File: src/rtl/core/ccl_pkg.sv
// Shared types and constants for the chat command line classifier.
// Holds the verb table, result codes and the result record; no dependencies.
`timescale 1ns / 1ps

package ccl_pkg;

    // Default width of the running line counters
    localparam int LEN_BITS_DEFAULT = 12;

    // Width of every length and offset field of a result
    localparam int FIELD_BITS = 12;

    // Configuration register widths, reset values and indexes
    localparam int MAX_LINE_BITS = 12;
    localparam int MAX_NICK_BITS = 7;
    localparam int CFG_INDEX_BITS = 4;
    localparam int CFG_DATA_BITS = 12;
    localparam logic [MAX_LINE_BITS-1:0] MAX_LINE_RESET = 12'd1024;
    localparam logic [MAX_NICK_BITS-1:0] MAX_NICK_RESET = 7'd32;
    localparam logic [CFG_INDEX_BITS-1:0] REG_MAX_LINE_BYTES = 4'd0;
    localparam logic [CFG_INDEX_BITS-1:0] REG_MAX_NICKNAME_LEN = 4'd1;

    // Stream characters
    localparam logic [7:0] CHAR_LF = 8'h0a;
    localparam logic [7:0] CHAR_CR = 8'h0d;
    localparam logic [7:0] CHAR_SPACE = 8'h20;
    localparam logic [7:0] CHAR_UNDERSCORE = 8'h5f;

    // Verb table: bit k of the candidate mask tracks verb k
    localparam int NUM_VERBS = 5;
    localparam int VERB_TEXT_LEN = 8;
    localparam int VERB_LOGIN = 0;
    localparam int VERB_MSG = 1;
    localparam int VERB_PRIVATE = 2;
    localparam int VERB_LIST = 3;
    localparam int VERB_QUIT = 4;
    localparam int VERB_POS_BITS = 4;

    localparam logic [7:0] VERB_TEXT [NUM_VERBS][VERB_TEXT_LEN] = '{
        '{"L", "O", "G", "I", "N", 8'h00, 8'h00, 8'h00},
        '{"M", "S", "G", 8'h00, 8'h00, 8'h00, 8'h00, 8'h00},
        '{"P", "R", "I", "V", "A", "T", "E", 8'h00},
        '{"L", "I", "S", "T", 8'h00, 8'h00, 8'h00, 8'h00},
        '{"Q", "U", "I", "T", 8'h00, 8'h00, 8'h00, 8'h00}
    };
    localparam logic [VERB_POS_BITS-1:0] VERB_LEN [NUM_VERBS] = '{
        4'd5, 4'd3, 4'd7, 4'd4, 4'd4
    };

    // Offsets of the name and content fields after each verb
    localparam logic [FIELD_BITS-1:0] LOGIN_NAME_OFFSET = 12'd6;
    localparam logic [FIELD_BITS-1:0] MSG_CONTENT_OFFSET = 12'd4;
    localparam logic [FIELD_BITS-1:0] PRIVATE_NAME_OFFSET = 12'd8;
    localparam logic [FIELD_BITS-1:0] PRIVATE_CONTENT_BASE = 12'd9;

    typedef enum logic [2:0] {
        KIND_INVALID = 3'd0,
        KIND_LOGIN   = 3'd1,
        KIND_MESSAGE = 3'd2,
        KIND_PRIVATE = 3'd3,
        KIND_LIST    = 3'd4,
        KIND_QUIT    = 3'd5
    } ccl_kind_t;

    typedef enum logic [2:0] {
        ERR_NONE           = 3'd0,
        ERR_TOO_LONG       = 3'd1,
        ERR_NICK_REQUIRED  = 3'd2,
        ERR_INVALID_CMD    = 3'd3,
        ERR_INVALID_NICK   = 3'd4
    } ccl_error_t;

    // Verb and name status of the line in progress
    typedef struct packed {
        logic [NUM_VERBS-1:0]     verb_candidates;
        logic [VERB_POS_BITS-1:0] verb_position;
        logic                     space_seen;
        logic                     rest_space_seen;
        logic                     name_chars_ok;
    } ccl_flags_t;

    // One classified line
    typedef struct packed {
        logic [FIELD_BITS-1:0] content_length;
        logic [FIELD_BITS-1:0] content_offset;
        logic [FIELD_BITS-1:0] name_length;
        logic [FIELD_BITS-1:0] name_offset;
        logic [FIELD_BITS-1:0] line_length;
        ccl_error_t            error_code;
        ccl_kind_t             command_kind;
    } ccl_result_t;

endpackage

File: src/rtl/core/ccl_line_tracker.sv
// Running line state of the classifier: counters and flags updated per byte.
// Depends on ccl_pkg for the verb table and the flag record.
`timescale 1ns / 1ps

module ccl_line_tracker #(
    parameter int LEN_BITS = ccl_pkg::LEN_BITS_DEFAULT
) (
    input  logic                aclk,
    input  logic                aresetn,
    input  logic                byte_accept,
    input  logic [7:0]          data_byte,
    output logic [LEN_BITS-1:0] raw_count,
    output logic [LEN_BITS-1:0] rest_count,
    output logic [LEN_BITS-1:0] rest_space_position,
    output ccl_pkg::ccl_flags_t flags
);
    import ccl_pkg::*;

    typedef struct packed {
        logic [NUM_VERBS-1:0]     cand;
        logic [VERB_POS_BITS-1:0] pos;
        logic                     space;
        logic [LEN_BITS-1:0]      rest;
        logic                     rest_space;
        logic [LEN_BITS-1:0]      rest_space_pos;
        logic                     name_ok;
    } line_state_t;

    localparam line_state_t LINE_CLEAR = '{
        cand: '1, pos: '0, space: 1'b0, rest: '0,
        rest_space: 1'b0, rest_space_pos: '0, name_ok: 1'b1
    };

    line_state_t        line_reg, line_next;
    logic [LEN_BITS-1:0] raw_reg, raw_next;
    logic               cr_held_reg, cr_held_next;
    line_state_t        after_cr;

    function automatic logic is_name_char(input logic [7:0] c);
        return (c >= "A" && c <= "Z") || (c >= "a" && c <= "z") ||
               (c >= "0" && c <= "9") || c == CHAR_UNDERSCORE;
    endfunction

    // Fold one byte of the stripped line into the line state
    function automatic line_state_t take_byte(input line_state_t s, input logic [7:0] c);
        line_state_t r;
        r = s;
        if (!s.space) begin
            if (c == CHAR_SPACE) begin
                r.space = 1'b1;
            end else begin
                for (int k = 0; k < NUM_VERBS; k++) begin
                    if (s.pos >= VERB_LEN[k] || VERB_TEXT[k][s.pos[2:0]] != c) begin
                        r.cand[k] = 1'b0;
                    end
                end
                if (s.pos != '1) begin
                    r.pos = s.pos + 1'b1;
                end
            end
        end else begin
            if (!s.rest_space) begin
                if (c == CHAR_SPACE) begin
                    r.rest_space = 1'b1;
                    r.rest_space_pos = s.rest;
                end else if (!is_name_char(c)) begin
                    r.name_ok = 1'b0;
                end
            end
            if (s.rest != '1) begin
                r.rest = s.rest + 1'b1;
            end
        end
        return r;
    endfunction

    // Next state: LF clears the line, else held CR then any non-CR byte go in
    always_comb begin
        line_next    = line_reg;
        raw_next     = raw_reg;
        cr_held_next = cr_held_reg;
        after_cr     = cr_held_reg ? take_byte(line_reg, CHAR_CR) : line_reg;
        if (byte_accept) begin
            if (data_byte == CHAR_LF) begin
                line_next    = LINE_CLEAR;
                raw_next     = '0;
                cr_held_next = 1'b0;
            end else begin
                raw_next = (raw_reg == '1) ? raw_reg : raw_reg + 1'b1;
                if (data_byte == CHAR_CR) begin
                    line_next    = after_cr;
                    cr_held_next = 1'b1;
                end else begin
                    line_next    = take_byte(after_cr, data_byte);
                    cr_held_next = 1'b0;
                end
            end
        end
    end

    always_ff @(posedge aclk) begin
        if (!aresetn) begin
            line_reg    <= LINE_CLEAR;
            raw_reg     <= '0;
            cr_held_reg <= 1'b0;
        end else begin
            line_reg    <= line_next;
            raw_reg     <= raw_next;
            cr_held_reg <= cr_held_next;
        end
    end

    assign raw_count           = raw_reg;
    assign rest_count          = line_reg.rest;
    assign rest_space_position = line_reg.rest_space_pos;
    assign flags = '{
        verb_candidates: line_reg.cand,
        verb_position:   line_reg.pos,
        space_seen:      line_reg.space,
        rest_space_seen: line_reg.rest_space,
        name_chars_ok:   line_reg.name_ok
    };

endmodule

File: src/rtl/core/ccl_classifier.sv
// Classifies the finished line from the running state into a result record.
// Depends on ccl_pkg for codes, verb lengths and the result record.
`timescale 1ns / 1ps

module ccl_classifier #(
    parameter int LEN_BITS = ccl_pkg::LEN_BITS_DEFAULT
) (
    input  logic [LEN_BITS-1:0]                raw_count,
    input  logic [LEN_BITS-1:0]                rest_count,
    input  logic [LEN_BITS-1:0]                rest_space_position,
    input  ccl_pkg::ccl_flags_t                flags,
    input  logic [ccl_pkg::MAX_LINE_BITS-1:0]  max_line_bytes,
    input  logic [ccl_pkg::MAX_NICK_BITS-1:0]  max_nickname_len,
    output ccl_pkg::ccl_result_t               result
);
    import ccl_pkg::*;

    // Compare width wide enough for counters and register values
    localparam int CW = (LEN_BITS > FIELD_BITS) ? LEN_BITS : FIELD_BITS;
    localparam int W1 = LEN_BITS + 1;

    logic [NUM_VERBS-1:0] verb_hit;
    logic                 too_long;
    logic                 login_name_ok;
    logic                 target_name_ok;
    logic                 private_short;

    // Mark verbs that matched all the way to their end
    always_comb begin
        for (int k = 0; k < NUM_VERBS; k++) begin
            verb_hit[k] = flags.verb_candidates[k] && (flags.verb_position == VERB_LEN[k]);
        end
    end

    assign too_long = (CW'(raw_count) > CW'(max_line_bytes)) || (raw_count == '1);

    assign login_name_ok = (rest_count != '0) &&
                           (CW'(rest_count) <= CW'(max_nickname_len)) &&
                           flags.name_chars_ok;
    assign target_name_ok = (rest_space_position != '0) &&
                            (CW'(rest_space_position) <= CW'(max_nickname_len)) &&
                            flags.name_chars_ok;
    assign private_short = (rest_count == '0) || !flags.rest_space_seen ||
                           (W1'(rest_space_position) + W1'(1) >= W1'(rest_count));

    // Decide kind and error; unused fields stay zero
    always_comb begin
        result = '0;
        result.command_kind = KIND_INVALID;
        result.error_code   = ERR_NONE;
        result.line_length  = FIELD_BITS'(raw_count);
        if (too_long) begin
            result.error_code = ERR_TOO_LONG;
        end else if (verb_hit[VERB_QUIT] || verb_hit[VERB_LIST]) begin
            if (flags.space_seen) begin
                result.error_code = ERR_INVALID_CMD;
            end else begin
                result.command_kind = verb_hit[VERB_QUIT] ? KIND_QUIT : KIND_LIST;
            end
        end else if (verb_hit[VERB_PRIVATE]) begin
            if (private_short) begin
                result.error_code = ERR_INVALID_CMD;
            end else if (!target_name_ok) begin
                result.error_code = ERR_INVALID_NICK;
            end else begin
                result.command_kind   = KIND_PRIVATE;
                result.name_offset    = PRIVATE_NAME_OFFSET;
                result.name_length    = FIELD_BITS'(rest_space_position);
                result.content_offset = FIELD_BITS'(CW'(rest_space_position) +
                                                    CW'(PRIVATE_CONTENT_BASE));
                result.content_length = FIELD_BITS'(rest_count - rest_space_position - 1'b1);
            end
        end else if (verb_hit[VERB_MSG]) begin
            if (rest_count == '0) begin
                result.error_code = ERR_INVALID_CMD;
            end else begin
                result.command_kind   = KIND_MESSAGE;
                result.content_offset = MSG_CONTENT_OFFSET;
                result.content_length = FIELD_BITS'(rest_count);
            end
        end else if (verb_hit[VERB_LOGIN]) begin
            if (rest_count == '0) begin
                result.error_code = ERR_NICK_REQUIRED;
            end else if (flags.rest_space_seen) begin
                result.error_code = ERR_INVALID_CMD;
            end else if (!login_name_ok) begin
                result.error_code = ERR_INVALID_NICK;
            end else begin
                result.command_kind = KIND_LOGIN;
                result.name_offset  = LOGIN_NAME_OFFSET;
                result.name_length  = FIELD_BITS'(rest_count);
            end
        end else begin
            result.error_code = ERR_INVALID_CMD;
        end
    end

endmodule

File: src/rtl/core/chat_command_line_classifier.sv
// Top level of the chat command line classifier: handshakes, registers, result.
// Depends on ccl_pkg, ccl_line_tracker and ccl_classifier.
`timescale 1ns / 1ps

// Takes one byte per cycle on the s_ stream and emits one classified result on the m_
// stream for each newline byte, in the cycle after that byte is accepted. The per-byte
// counter and flag update in the line tracker keeps up with the input, so a new byte is
// accepted in every cycle; input stalls only while a result sits in the output
// register and m_tready is low. Lines are never stored; LEN_BITS sets the width of the
// running counters, which saturate at all ones. Configuration writes on cfg_ are taken
// in any cycle and should be made only while no line is in progress.
module chat_command_line_classifier #(
    parameter int LEN_BITS = ccl_pkg::LEN_BITS_DEFAULT
) (
    input  logic                               aclk,
    input  logic                               aresetn,
    // Input stream
    input  logic                               s_tvalid,
    output logic                               s_tready,
    input  logic [7:0]                         s_tdata,   // [7:0] data_byte
    // Result stream
    output logic                               m_tvalid,
    input  logic                               m_tready,
    // [2:0] command_kind, [5:3] error_code, [17:6] line_length, [29:18] name_offset,
    // [41:30] name_length, [53:42] content_offset, [65:54] content_length, [71:66] zero
    output logic [71:0]                        m_tdata,
    // Configuration writes
    input  logic                               cfg_valid,
    output logic                               cfg_ready,
    input  logic [ccl_pkg::CFG_INDEX_BITS-1:0] cfg_index,
    input  logic [ccl_pkg::CFG_DATA_BITS-1:0]  cfg_data
);
    import ccl_pkg::*;

    logic                      byte_accept;
    logic                      line_end;
    logic [LEN_BITS-1:0]       raw_count;
    logic [LEN_BITS-1:0]       rest_count;
    logic [LEN_BITS-1:0]       rest_space_position;
    ccl_flags_t                flags;
    ccl_result_t               line_result;

    logic [MAX_LINE_BITS-1:0]  max_line_reg;
    logic [MAX_NICK_BITS-1:0]  max_nick_reg;
    logic                      out_valid_reg, out_valid_next;
    ccl_result_t               out_data_reg;

    assign s_tready    = !out_valid_reg || m_tready;
    assign byte_accept = s_tvalid && s_tready;
    assign line_end    = byte_accept && (s_tdata == CHAR_LF);
    assign cfg_ready   = 1'b1;

    ccl_line_tracker #(
        .LEN_BITS(LEN_BITS)
    ) u_tracker (
        .aclk                (aclk),
        .aresetn             (aresetn),
        .byte_accept         (byte_accept),
        .data_byte           (s_tdata),
        .raw_count           (raw_count),
        .rest_count          (rest_count),
        .rest_space_position (rest_space_position),
        .flags               (flags)
    );

    ccl_classifier #(
        .LEN_BITS(LEN_BITS)
    ) u_classifier (
        .raw_count           (raw_count),
        .rest_count          (rest_count),
        .rest_space_position (rest_space_position),
        .flags               (flags),
        .max_line_bytes      (max_line_reg),
        .max_nickname_len    (max_nick_reg),
        .result              (line_result)
    );

    // Hold configuration registers
    always_ff @(posedge aclk) begin
        if (!aresetn) begin
            max_line_reg <= MAX_LINE_RESET;
            max_nick_reg <= MAX_NICK_RESET;
        end else if (cfg_valid && cfg_ready) begin
            unique case (cfg_index)
                REG_MAX_LINE_BYTES:   max_line_reg <= cfg_data[MAX_LINE_BITS-1:0];
                REG_MAX_NICKNAME_LEN: max_nick_reg <= cfg_data[MAX_NICK_BITS-1:0];
                default: ;
            endcase
        end
    end

    // Load a result on newline, drop it once taken
    always_comb begin
        out_valid_next = out_valid_reg;
        if (line_end) begin
            out_valid_next = 1'b1;
        end else if (m_tready) begin
            out_valid_next = 1'b0;
        end
    end

    always_ff @(posedge aclk) begin
        if (!aresetn) begin
            out_valid_reg <= 1'b0;
        end else begin
            out_valid_reg <= out_valid_next;
        end
    end

    always_ff @(posedge aclk) begin
        if (line_end) begin
            out_data_reg <= line_result;
        end
    end

    assign m_tvalid = out_valid_reg;
    assign m_tdata  = {6'b0, out_data_reg};

endmodule

File: config.mk
export PLATFORM = sky130hd
export DESIGN_NAME = chat_command_line_classifier
export DESIGN_NICKNAME = d
export VERILOG_FILES = /design/src/rtl/core/ccl_pkg.sv /design/src/rtl/core/ccl_line_tracker.sv /design/src/rtl/core/ccl_classifier.sv /design/src/rtl/core/chat_command_line_classifier.sv
export SDC_FILE = /design/constraint.sdc
export NUM_CORES = 1
export LEC_CHECK = 0
export BUFFER_PORTS_ARGS = -buffer_cell sky130_fd_sc_hd__buf_2
export CELL_PAD_IN_SITES_DETAIL_PLACEMENT = 1
export CELL_PAD_IN_SITES_GLOBAL_PLACEMENT = 1
export CORE_MARGIN = 5
export CORE_UTILIZATION = 28
export CTS_BUF_LIST = sky130_fd_sc_hd__clkbuf_4 sky130_fd_sc_hd__clkbuf_8
export CTS_CLUSTER_DIAMETER = 40
export CTS_CLUSTER_SIZE = 25
export DETAILED_ROUTE_END_ITERATION = 6
export PLACE_DENSITY_LB_ADDON = 0.1
export SETUP_SLACK_MARGIN = 0.1
export SLEW_MARGIN = 20
export SYNTH_ARGS = -nofsm -noshare
export SYNTH_HDL_FRONTEND = slang
export SYNTH_SLANG_ARGS = --single-unit
File: constraint.sdc
create_clock -name aclk -period 8.78 [get_ports aclk]
set_input_delay 0.439 -clock aclk [delete_from_list [all_inputs] [get_ports aclk]]
set_output_delay 0.439 -clock aclk [all_outputs]
set_load 0.05 [all_outputs]
---- After elaboration in Yosys (flattened, before gate mapping) ----
Memory sizes are Yosys's and may differ from the RTL's.
Index checks and enable logic that the tools add are counted.
Widths: inputs -> output; s select.
word-level totals
  register bits ........................... 135
  memories ................................ 10
  bits in read-only memories .............. 640
memories
  name             depth  width  rd ports  clocked after Yosys merged registers in  write ports  RTL line                text
  (no name shown)  8      8      1         0                                        0            ccl_line_tracker.sv:53  if (s.pos >= VERB_LEN[k] || VERB_TEXT[k][s.pos[2:0]] != c) begin
  (no name shown)  8      8      1         0                                        0            ccl_line_tracker.sv:53
  (no name shown)  8      8      1         0                                        0            ccl_line_tracker.sv:53
  (no name shown)  8      8      1         0                                        0            ccl_line_tracker.sv:53
  (no name shown)  8      8      1         0                                        0            ccl_line_tracker.sv:53
  (no name shown)  8      8      1         0                                        0            ccl_line_tracker.sv:53
  +4 memories      --     --     --        --                                       --           --
cells by class
  multiplexer cells ....................... 85
  magnitude comparators ................... 20
  reductions and logical operators ........ 43
  eq/ne operators ......................... 25
  bitwise logic cells ..................... 2
  $add $sub $neg .......................... 9
operator list
  operator               number
  $mux 24                7
  $mux 8                 20
  $mux 48                3
  $mux 36                3
  $mux 12                5
  $ne 8x4->1 const B     5
  $ne 8x8->1             5
  $add 12x1->12 const B  3
  $mux 3                 11
  $mux 26                1
  $ge 4x3->1 const B     6
  $le 12x7->1            2
  $ne 12x12->1 const B   2
  $reduce_bool 12->1     2
  $mux 1                 21
  $logic_or 1x1->1       18
  $mux 6                 3
  $mux 9                 2
  $eq 8x4->1 const B     2
  $ge 8x7->1 const B     2
  $le 8x7->1 const B     2
  $logic_and 1x1->1      14
  $mux 14                1
  $add 12x1->13 const B  1
  other kinds (29)       43

---- Depth between registers and ports, before layout ----
Gate-level depths: netlist of the first run.
  word-level depth ........................ 20
  gate-level depth with buffers ........... 15
  depth with buffers taken out ............ 14

---- By module ----
Synthesis of the first run repeated with hierarchy kept, for this count alone.
unflattened totals
  cells, all modules ...................... 975
  area, all modules ....................... 8,984.9 um^2
by module, submodules not included
  module                        cells an instance  area each (um^2)  sequential area each (um^2)  instances
  ccl_line_tracker              443                3,463.3           980.9                        1
  chat_command_line_classifier  161                2,879.0           2,382.3                      1
  ccl_classifier                371                2,642.5           0.0                          1

---- Least setup slack after synthesis of the first run ----
No wires, ideal clock.
  path kind ............................... register -> register
  start ................................... register u_tracker.line_reg (netlist bit u_tracker.flags[3])
  end ..................................... register u_tracker.line_reg (netlist bit u_tracker.flags[7])
  data required time ...................... 8,720 ps
  buffers on the path ..................... 1
  cell stages (with the launch flop) ...... 15
  data arrival time ....................... 3,344 ps
  slack ................................... 5,377 ps
  path through ............................ dfxtp_1 ha_1 nand2_1 o21ai_1 mux2i_1 inv_1 ha_1 clkbuf_1 nor4b_1 a31oi_1 nor2_1 a31oi_1 or4b_1 o31ai_1 a221o_1
on the way
  longest elaborated chain between the ends .. 15
  elaborated cells between the ends (all ways) .. 25
  classes of those cells .................. add/sub (1); order compare (2); eq/ne (3); mux (13); bitwise (2); reduce/logical (2); memory (2)
ends and longest elaborated chain
  item                                        RTL line                                        text
  start, declared                             ccl_line_tracker.sv:34                          line_state_t line_reg, line_next;
  start signal, assigned                      ccl_line_tracker.sv:107                         line_reg <= line_next;
  $add 4x1->4 or $ne 4x4->1 (tied branches)   ccl_line_tracker.sv:58, ccl_line_tracker.sv:57
  $mux 4                                      ccl_line_tracker.sv:57                          if (s.pos != '1) begin
  $mux 9                                      ccl_line_tracker.sv:48                          if (!s.space) begin
  $mux 36 *                                   ccl_line_tracker.sv:82                          after_cr = cr_held_reg ? take_byte(line_reg, CHAR_CR) : line_reg;
  $not 3->4 (implied by the code)             ccl_line_tracker.sv:53
  $mem_v2 8x8                                 --
  $mux 8 (implied by the code) (2 in series)  ccl_line_tracker.sv:53
  $ne 8x8->1                                  ccl_line_tracker.sv:53
  $logic_or 1x1->1                            ccl_line_tracker.sv:53
  $mux 1                                      ccl_line_tracker.sv:53
  $mux 9                                      ccl_line_tracker.sv:49                          if (c == CHAR_SPACE) begin
  $mux 10                                     ccl_line_tracker.sv:48
  $mux 36 *                                   ccl_line_tracker.sv:90                          if (data_byte == CHAR_CR) begin
  $mux 36 *                                   ccl_line_tracker.sv:84                          if (data_byte == CHAR_LF) begin
Every way passes the cells marked *; elsewhere a longest branch is shown, timed or not. The select of a mux whose other input is x is not followed.
A chain may end at the register's enable or synchronous reset.

---- Worst setup path in the final report of the first run ----
  start ................................... register u_tracker.line_reg (netlist bit u_tracker.rest_space_position[1])
  end ..................................... register out_data_reg (netlist bit m_tdata[65]) (data pin)
on the way
  longest elaborated chain between the ends .. 6
  elaborated cells between the ends (all ways) .. 12
  classes of those cells .................. add/sub (3); order compare (2); mux (3); reduce/logical (4)
ends and longest elaborated chain
  item                                                    RTL line                             text
  branches (longest 4 deep; another with $sub 12x12->12)  --
  $mux 48 *                                               ccl_classifier.sv:61                 if (private_short) begin
  $mux 48 *                                               ccl_classifier.sv:60                 end else if (verb_hit[VERB_PRIVATE]) begin
  end signal, assigned                                    chat_command_line_classifier.sv:112  out_data_reg <= line_result;
  end, declared                                           chat_command_line_classifier.sv:46   ccl_result_t out_data_reg;
Mark *: on every way between the ends.

==> flow_summary.toml, run 1 <==
[worst_setup_path]
critPathMaxStageDelay_ns = 0.45
cp_num_buf_inv = 2
cp_max_fo = 8
path_cells = "inv_1 -> nor3_1 -> nand3_1 -> nor4_1 -> xor2_1 -> ha_1 -> nor4bb_1 -> o211ai_1 -> nor4_4 -> buf_4 -> or3b_2 -> o21ai_0"
cp.required_ns = 9.06
startpoint_type = "flop"
path_class = "reg -> reg"
end_kind = "flop"
crit_arrival_ns = 4.32
crit_family = "simple AND/OR/NAND/NOR gates"
crit_slowest_cell = "dfxtp_1"

[synth]
syn_inst = 939
synth_edf_count = 56
seq_area_frac_synth_pct = 36.8
synth-seq-cells = 125
async_flop_share_pct = 0
synth.distinct_cells = 78
synth.cell_area_sq_um = 8320
synthFlopType = "dfxtp_1"
syn_area_per_cell_sq_um = 8.86
yosysWarnings = 0

[timing]
tightest_slew_ns = 0.794
finalHoldViolations = 0
finalSetupViolCount = 0
clock.fmax_mhz = 248
setup_tns_ns = 0
fin_worst_skew_ns = 0.0180
hold_ws_ns = 0.212
drv_slew = 0
rsz0062_at_grt = "no"
finalCriticalPeriod_ns = 4.03
max-slew-margin-rel_pct = 47.0
finalCritPeriodShare_pct = 46.0

[floorplan]
boundaryPins = 104
die_height_um = 182
dieWidth_um = 182
initial_core_util_pct = 28.2
core.rowCount = 63
dieArea_sq_um = 33200
core-area_sq_um = 29500

[clock_tree]
cts-root-buf = "clkbuf_8"
clk_pin_slew_ns = 0.09
htreeDepth = 4
insertion_delay_ns = 0.46
cts_buffers = 17
post-cts-setup-buffer-count = 0
cts_tree = "yes"
cts_buffer_depth = 2
holdBufCountCts = 0
cts_sinks = 125
cts_resized = 0

[cells_and_area]
layout_commonest_cell = "buf_2"
syn2layout_area_growth_pct = 14.6
utilization_pct = 32.3
antenna_cells = 0
drive_gt1_share_pct = 15.6
mostFrequentLayoutCells = "87 x buf_2, 84 x nand2_1, 69 x nor2_1, 69 x dfxtp_1, 65 x ha_1"
regArea_sq_um = 3060
multi_input_area_sq_um = 4810
fillerInstances = 3507
final_nets = 1119
largest_reg_flops = 56
final_area_sq_um = 9530

[detailed_routing]
drt_iter0_markers = 329
vias_per_cell = 4.99
detailroute.via_count = 7123
drc = 0
drtAntennaViolNets = 0
drt-total-wl_um = 26200
dr.pass1.iters = 4
wl_per_cell_um = 18.3

[power]
p_leak_nw = 3.67
powerDensity_nw_per_um2 = 130
ir_drop_mv = 0.0660
power_mw = 1.24

[global_routing]
grt_antenna_before_repair = 0
grt_pass1_vias = 7253
grt_util_all_layers_pct = 15.8
overflow = 0
grt_pass1_wl_um = 41800
grt_max_degree = 57

[place]
portBuffers = 87
place_area_sq_um = 9140
dp_hpwl_um = 20100
place_congestion = 0.781

[run_status]
status = "finished, final reports clean"

[run]
maxCapViolCount = 0

[worst_hold_path]
hold_path.class = "in -> reg"
-- final timing paths --
check,start,slack [ns],cells after the start,to
max reg2reg,u_tracker.rest_space_position[1],4.75,12,m_tdata[65]
max,u_tracker.rest_space_position[1],4.75,12,m_tdata[65]
min reg2reg,u_tracker.flags[10],0.46,1,u_tracker.flags[10]
min,cfg_data[10],0.21,3,max_line_reg[10]
-- area by class of cell --
cell class	count	share of cell area, %
Tap cell	390	5.12
Sequential cell	125	32.1
Timing Repair Buffer	102	5.75
Inverter	62	2.44
Clock inverter	14	1.54
Multi-Input combinational cell	716	50.4
Clock buffer	18	2.60
-- per-stage QoR --
stage,worst slack (ns),instances
after floorplan,5.38,962
after global placement,4.76,1395
after detailed placement,4.72,1395
after CTS,4.67,1427
after global routing,4.29,1427
final,4.75,1427
-- power breakdown --
group,switching [mW],internal [mW]
Clock,0.285,0.243
Sequential,0.00523,0.608
Combinational,0.0652,0.0315
-- cell families (layout without fill, tap and decap cells) --
logic type / after synthesis / count (layout) / share of synthesized area (%)
AND/OR/NAND/NOR: 356 / 356 / 22.8
AO/OA/AOI/OAI: 191 / 191 / 15.1
flip-flops: 125 / 125 / 36.8
buffers and inverters: 121 / 196 / 6.49
adder cells (fa/ha/maj): 66 / 66 / 10.0
XOR/XNOR: 48 / 48 / 5.06
multiplexers: 30 / 30 / 3.66
other: 2 / 25 / 0.0903
-- tightest hold or removal path, cell delays in order --
cell,delay (ns)
buf_2,0.08
nand2_1,0.04
o211ai_1,0.08
-- synth_stat cells, drive strengths merged, types with 4 or more instances --
| master | instances | share of area (%) |
|---|---|---|
| nand2 | 84 | 3.8 |
| nor2 | 70 | 3.2 |
| dfxtp | 69 | 17 |
| ha | 65 | 9.8 |
| inv | 61 | 2.8 |
| edfxtp | 56 | 20 |
| o21ai | 56 | 3.4 |
| a21oi | 39 | 2.3 |
| nand3 | 35 | 2.1 |
| nor2b | 33 | 2.5 |
| buf | 31 | 2.4 |
| nor3 | 30 | 1.9 |
| clkbuf | 28 | 1.3 |
| xnor2 | 28 | 2.9 |
| mux2i | 27 | 3.3 |
| nand4 | 26 | 2.1 |
| and2 | 20 | 1.5 |
| xor2 | 20 | 2.1 |
| nor4 | 16 | 1.7 |
| o21a | 12 | 1.1 |
| a21o | 10 | 0.90 |
| a31oi | 9 | 0.68 |
| a21boi | 7 | 0.68 |
| nand2b | 7 | 0.53 |
| or3 | 7 | 0.59 |
| o211ai | 6 | 0.54 |
| o22ai | 6 | 0.53 |
| o31ai | 6 | 0.54 |
| a211oi | 5 | 0.45 |
| o32ai | 5 | 0.53 |
| a22o | 4 | 0.42 |
| nor4b | 4 | 0.42 |
| or4 | 4 | 0.45 |
-- metal layers --
| metal | routed length (um) | share of wire [%] | up-vias | GRT usage, % |
|---|---|---|---|---|
| met5 | 0 | 0 | - | 0 |
| met4 | 343 | 1.3 | 0 | 3.60 |
| met3 | 867 | 3.3 | 19 | 2.47 |
| met2 | 12600 | 48 | 104 | 26.8 |
| met1 | 12400 | 47 | 3497 | 21.3 |
| li1 | - | - | 3503 | - |
No activity file was read; power rests on OpenSTA's default activity.
==> run 2: changes to the inputs <==
- ABC_AREA: default -> 1
- clock period: 8.78 -> 3.4 ns (I/O delays scaled with it)
==> flow_summary.toml, run 2 <==
[global_routing]
grt_util_all_layers_pct = 16.2
grt_antenna_before_repair = 0
grt_max_degree = 29
grt_pass1_wl_um = 43000
grt_pass1_vias = 7567
overflow = 0

[cells_and_area]
final_nets = 1304
multi_input_area_sq_um = 4770
final_area_sq_um = 10000
layout_commonest_cell = "nand2_1"
final_cells = 1618
fillerInstances = 3736
regArea_sq_um = 3070
drive_gt1_share_pct = 18.8
largest_reg_flops = 56
syn2layout_area_growth_pct = 17.0
mostFrequentLayoutCells = "206 x nand2_1, 128 x inv_1, 100 x a21oi_1, 87 x buf_2, 67 x dfxtp_1"
antenna_cells = 0
utilization_pct = 33.0

[power]
ir_drop_mv = 0.176
powerDensity_nw_per_um2 = 333
power_mw = 3.33
p_leak_nw = 4.22

[synth]
synth_common_cells = "206 x nand2_1, 129 x inv_1, 100 x a21oi_1, 69 x dfxtp_1, 69 x o21ai_0"
seq_area_frac_synth_pct = 35.8
synth_top_cell_area_share_pct = 19.6
syn_area_per_cell_sq_um = 7.90
synth_edf_count = 56
synth.cell_area_sq_um = 8560
synth_top_area_cell = "edfxtp_1"
synth.area.top_cells = "edfxtp_1 20%, dfxtp_1 16%, ha_1 9.5%, nand2_1 9.0%, a21oi_1 5.8%"
synth.distinct_cells = 62
synth_most_common_cell = "nand2_1"
synthFlopType = "dfxtp_1"
async_flop_share_pct = 0
synth-seq-cells = 125
syn_inst = 1084
yosysWarnings = 0

[detailed_routing]
drt_iter0_markers = 266
drtAntennaViolNets = 0
wl_per_cell_um = 17.0
vias_per_cell = 4.70
dr.pass1.iters = 4
drt-total-wl_um = 27500
detailroute.via_count = 7600
drc = 0

[place]
portBuffers = 87
pre_cts_ws_ns = 0.245
place_congestion = 0.842
dp_cells = 1576
dp_hpwl_um = 22000
place_area_sq_um = 9500

[worst_setup_path]
cp.required_ns = 3.70
path_cells = "inv_1 -> nor3_1 -> inv_1 -> nor2_1 -> inv_1 -> nor3_2 -> nand2_1 -> xnor2_1 -> ha_1 -> inv_1 -> o211ai_1 -> a21oi_2 -> nand4_2 -> nor2_4 -> nand2_8 -> o21ai_0"
startpoint_type = "flop"
crit_arrival_ns = 3.23
path_class = "reg -> reg"
critPathMaxStageDelay_ns = 0.38
end_kind = "flop"
crit_slowest_cell = "dfxtp_2"
cpMostUsedCell = "inv_1"
cp_max_fo = 28

[timing]
fin_ws_ns = 0.468
setup_tns_ns = 0
finalCriticalPeriod_ns = 2.93
finalCritPeriodShare_pct = 86.2
max-slew-margin-rel_pct = 40.2
drv_slew = 0
tightest_slew_ns = 0.893
fin_worst_skew_ns = 0.0170
hold_ws_ns = 0.0358
finalHoldViolations = 0
clock.fmax_mhz = 341
finalSetupViolCount = 0
rsz0062_at_grt = "no"

[floorplan]
dieArea_sq_um = 34200
core-area_sq_um = 30300
core.rowCount = 64
die_height_um = 185
initial_core_util_pct = 28.2
dieWidth_um = 185
boundaryPins = 104

[clock_tree]
post-cts-setup-buffer-count = 0
cts_buffers = 17
cts_tree = "yes"
insertion_delay_ns = 0.46
htreeDepth = 4
cts_buffer_depth = 2
cts_sinks = 125
clk_pin_slew_ns = 0.09
cts-root-buf = "clkbuf_8"

[worst_hold_path]
hold_path.class = "in -> reg"

[run]
maxCapViolCount = 0

[run_status]
status = "finished, final reports clean"
run 2: changes by cell type after synthesis, sizes merged, moves of 10 or more:
| cell | previous run | this run |
|---|---|---|
| nand2 | 84 | 225 |
| inv | 61 | 137 |
| a21oi | 39 | 105 |
| nand3 | 35 | 71 |
| nor2b | 33 | 0 |
| mux2i | 27 | 0 |
| o21ai | 56 | 80 |
| xnor2 | 28 | 5 |
| and2 | 20 | 0 |
| clkbuf | 28 | 9 |
| xor2 | 20 | 38 |
| o21a | 12 | 1 |
| nor2 | 70 | 80 |
run 2: cells by family (layout without fill, tap and decap cells):
logic type / Yosys count / in the layout / synth area share [%]
buf+inv: 183 / 298 / 9.69
flops: 125 / 125 / 35.8
other cells: 2 / 25 / 0.0877
simple gates: 450 / 450 / 25.6
xor+xnor: 43 / 43 / 4.84
fa+ha+maj: 66 / 66 / 9.74
compound gates: 215 / 215 / 14.2
run 2: power breakdown:
part,switching (mW),internal (mW),total [mW]
logic,0.247,0.116,0.363
registers,0.0150,1.57,1.59
clock network,0.711,0.665,1.38
total,0.973,2.36,3.33
run 2: layout make-up:
cell class / count / share of cell area [%]
clock inverter: 15 / 1.62
timing repair buffer: 127 / 7.60
inverter: 139 / 5.26
multi-input combinational: 799 / 47.6
sequential: 125 / 30.6
tap: 396 / 4.95
clock buffer: 17 / 2.34
run 2: repair_timing:
action / CTS / global route
hold buffers: 10 / 0
gates resized for setup: 0 / 8
endpoints found under the setup margin: 0 / 29
hold endpoints to repair: 11 / 0
run 2: worst paths after layout:
path	slack, ns	cells past startpoint	start	to
max	0.47	16	u_tracker.rest_space_position[0]	m_tdata[36]
min	0.04	3	cfg_data[4]	max_line_reg[4]
max reg2reg	0.47	16	u_tracker.rest_space_position[0]	m_tdata[36]
min reg2reg	0.46	2	u_tracker.flags[0]	u_tracker.flags[0]
run 2: layer usage:
layer	part of all wire, %	GRT usage, %	vias up
met1	49	23.0	3597
met5	0	0	-
met4	1.3	3.67	0
met2	46	26.1	99
met3	3.1	2.42	22
li1	-	-	3882
run 2: worst max-delay path, delay by kind of cell (launching register included):
| family | cells | cell delay [ns] |
|---|---|---|
| adder cells (fa/ha/maj) | 1 | 0.31 |
| buffers and inverters | 4 | 0.36 |
| XOR/XNOR | 1 | 0.14 |
| flip-flops | 1 | 0.38 |
| AO/OA/AOI/OAI | 3 | 0.42 |
| AND/OR/NAND/NOR | 7 | 1.12 |
==> run 3: changes to the inputs <==
- CORE_MARGIN: 5 -> 3
==> flow_summary.toml, run 3 (synthesized netlist as in run 2, its figures left out) <==
[timing]
max-slew-margin-rel_pct = 47.8
finalSetupViolCount = 0
tightest_slew_ns = 0.780
fin_worst_skew_ns = 0.0239
finalHoldViolations = 0
rsz0062_at_grt = "yes"
finalCriticalPeriod_ns = 3.03
drv_slew = 0
finalCritPeriodShare_pct = 89.0
setup_tns_ns = 0
hold_ws_ns = 0.0472
clock.fmax_mhz = 330

[worst_hold_path]
hold_path.class = "in -> reg"

[global_routing]
grt_pass1_wl_um = 43500
grt_util_all_layers_pct = 16.8
grt_pass1_vias = 7711
grt_max_degree = 57
overflow = 0
grt_antenna_before_repair = 0

[run]
maxCapViolCount = 0

[power]
powerDensity_nw_per_um2 = 338
power_mw = 3.39
p_leak_nw = 4.23
ir_drop_mv = 0.214

[floorplan]
initial_core_util_pct = 28.7
core-area_sq_um = 29900
core.rowCount = 63
boundaryPins = 104
dieArea_sq_um = 32700
die_height_um = 181
dieWidth_um = 181

[clock_tree]
cts_tree = "yes"
post-cts-setup-buffer-count = 0
htreeDepth = 4
insertion_delay_ns = 0.46
cts_sinks = 125
cts_buffer_depth = 2
cts-root-buf = "clkbuf_8"
cts_buffers = 17
clk_pin_slew_ns = 0.08

[cells_and_area]
drive_gt1_share_pct = 18.8
final_nets = 1302
layout_commonest_cell = "nand2_1"
syn2layout_area_growth_pct = 17.1
antenna_cells = 0
mostFrequentLayoutCells = "206 x nand2_1, 128 x inv_1, 100 x a21oi_1, 87 x buf_2, 68 x dfxtp_1"
fillerInstances = 3661
utilization_pct = 33.6
largest_reg_flops = 56

[worst_setup_path]
startpoint_type = "flop"
cp_max_fo = 28
crit_arrival_ns = 3.31
end_kind = "flop"
path_class = "reg -> reg"
cp.required_ns = 3.68

[detailed_routing]
detailroute.via_count = 7575
wl_met1_um = 13900
wl_met2_um = 12600
drtAntennaViolNets = 0
wl_per_cell_um = 17.0
highest_layer = "met4"
drt_iter0_markers = 279
wl_met3_um = 673
drc = 0
dr.pass1.iters = 4
drt-total-wl_um = 27400
vias_per_cell = 4.70

[place]
portBuffers = 87
place_congestion = 0.847
dp_hpwl_um = 21600

[run_status]
status = "finished, final reports clean"
[run 3: cell count changes in the layout (fill, tap and decap cells not counted), sizes merged]
| cell | delta |
|---|---|
| bufinv | +1 |
| clkbuf | +1 |
| clkinv | +1 |
| clkinvlp | -1 |
| dlygate4sd3 | -2 |
| inv | -2 |
[run 3: repair_timing]
action / 4_1_cts / 5_1_grt
hold buffers: 8 / 0
endpoints found under the setup margin: 0 / 29
endpoints found under the hold margin: 9 / 0
gates resized for setup: 0 / 5
[run 3: power by group]
| part | switching (mW) | internal (mW) |
|---|---|---|
| sequential | 0.0151 | 1.57 |
| combinational | 0.246 | 0.112 |
| clock | 0.694 | 0.751 |
[run 3: area by class of cell]
| type | instances | area [sq um] | area share, % |
|---|---|---|---|
| clock inverter | 14 | 186 | 1.86 |
| inverter | 139 | 527 | 5.25 |
| sequential | 125 | 3060 | 30.6 |
| multi-input combinational | 799 | 4770 | 47.5 |
| clock buffer | 18 | 241 | 2.41 |
| timing repair buffer | 125 | 753 | 7.51 |
| tap | 390 | 488 | 4.87 |
[run 3: layer usage]
layer | global-route usage [%] | vias up
li1 | - | 3875
met1 | 23.7 | 3579
met2 | 27.1 | 100
met3 | 2.44 | 21
met4 | 3.93 | 0
met5 | 0 | -
[run 3: critical path: stages (launching register included)]
cell	delay [ns]
dfxtp_1	0.41
ha_1	0.22
nand2_1	0.09
inv_1	0.10
nand2_2	0.08
nor2_4	0.12
nand3_2	0.09
nor2_2	0.14
xor2_1	0.17
ha_1	0.28
a21oi_1	0.19
o211ai_1	0.12
a21oi_2	0.13
nand4_2	0.14
nor2_4	0.19
nand2_8	0.18
o21ai_0	0.23
[run 3: metrics by stage]
stage / area [sq um] / setup WS [ns] / instances
floorplan: 8650 / 0.401 / 1107
global route: 10000 / 0.103 / 1610
CTS: 10000 / 0.260 / 1610
detailed placement: 9500 / 0.283 / 1570
finish: 10000 / 0.373 / 1610
global placement: 9500 / 0.335 / 1570
[run 3: worst paths after layout]
kind / depth (start not counted) / end / slack [ns] / startpoint
min reg2reg: 2 / u_tracker.flags[0] / 0.46 / u_tracker.flags[0]
max reg2reg: 16 / m_tdata[30] / 0.37 / u_tracker.rest_space_position[0]
max: 16 / m_tdata[30] / 0.37 / u_tracker.rest_space_position[0]
min: 3 / max_nick_reg[1] / 0.05 / cfg_data[1]
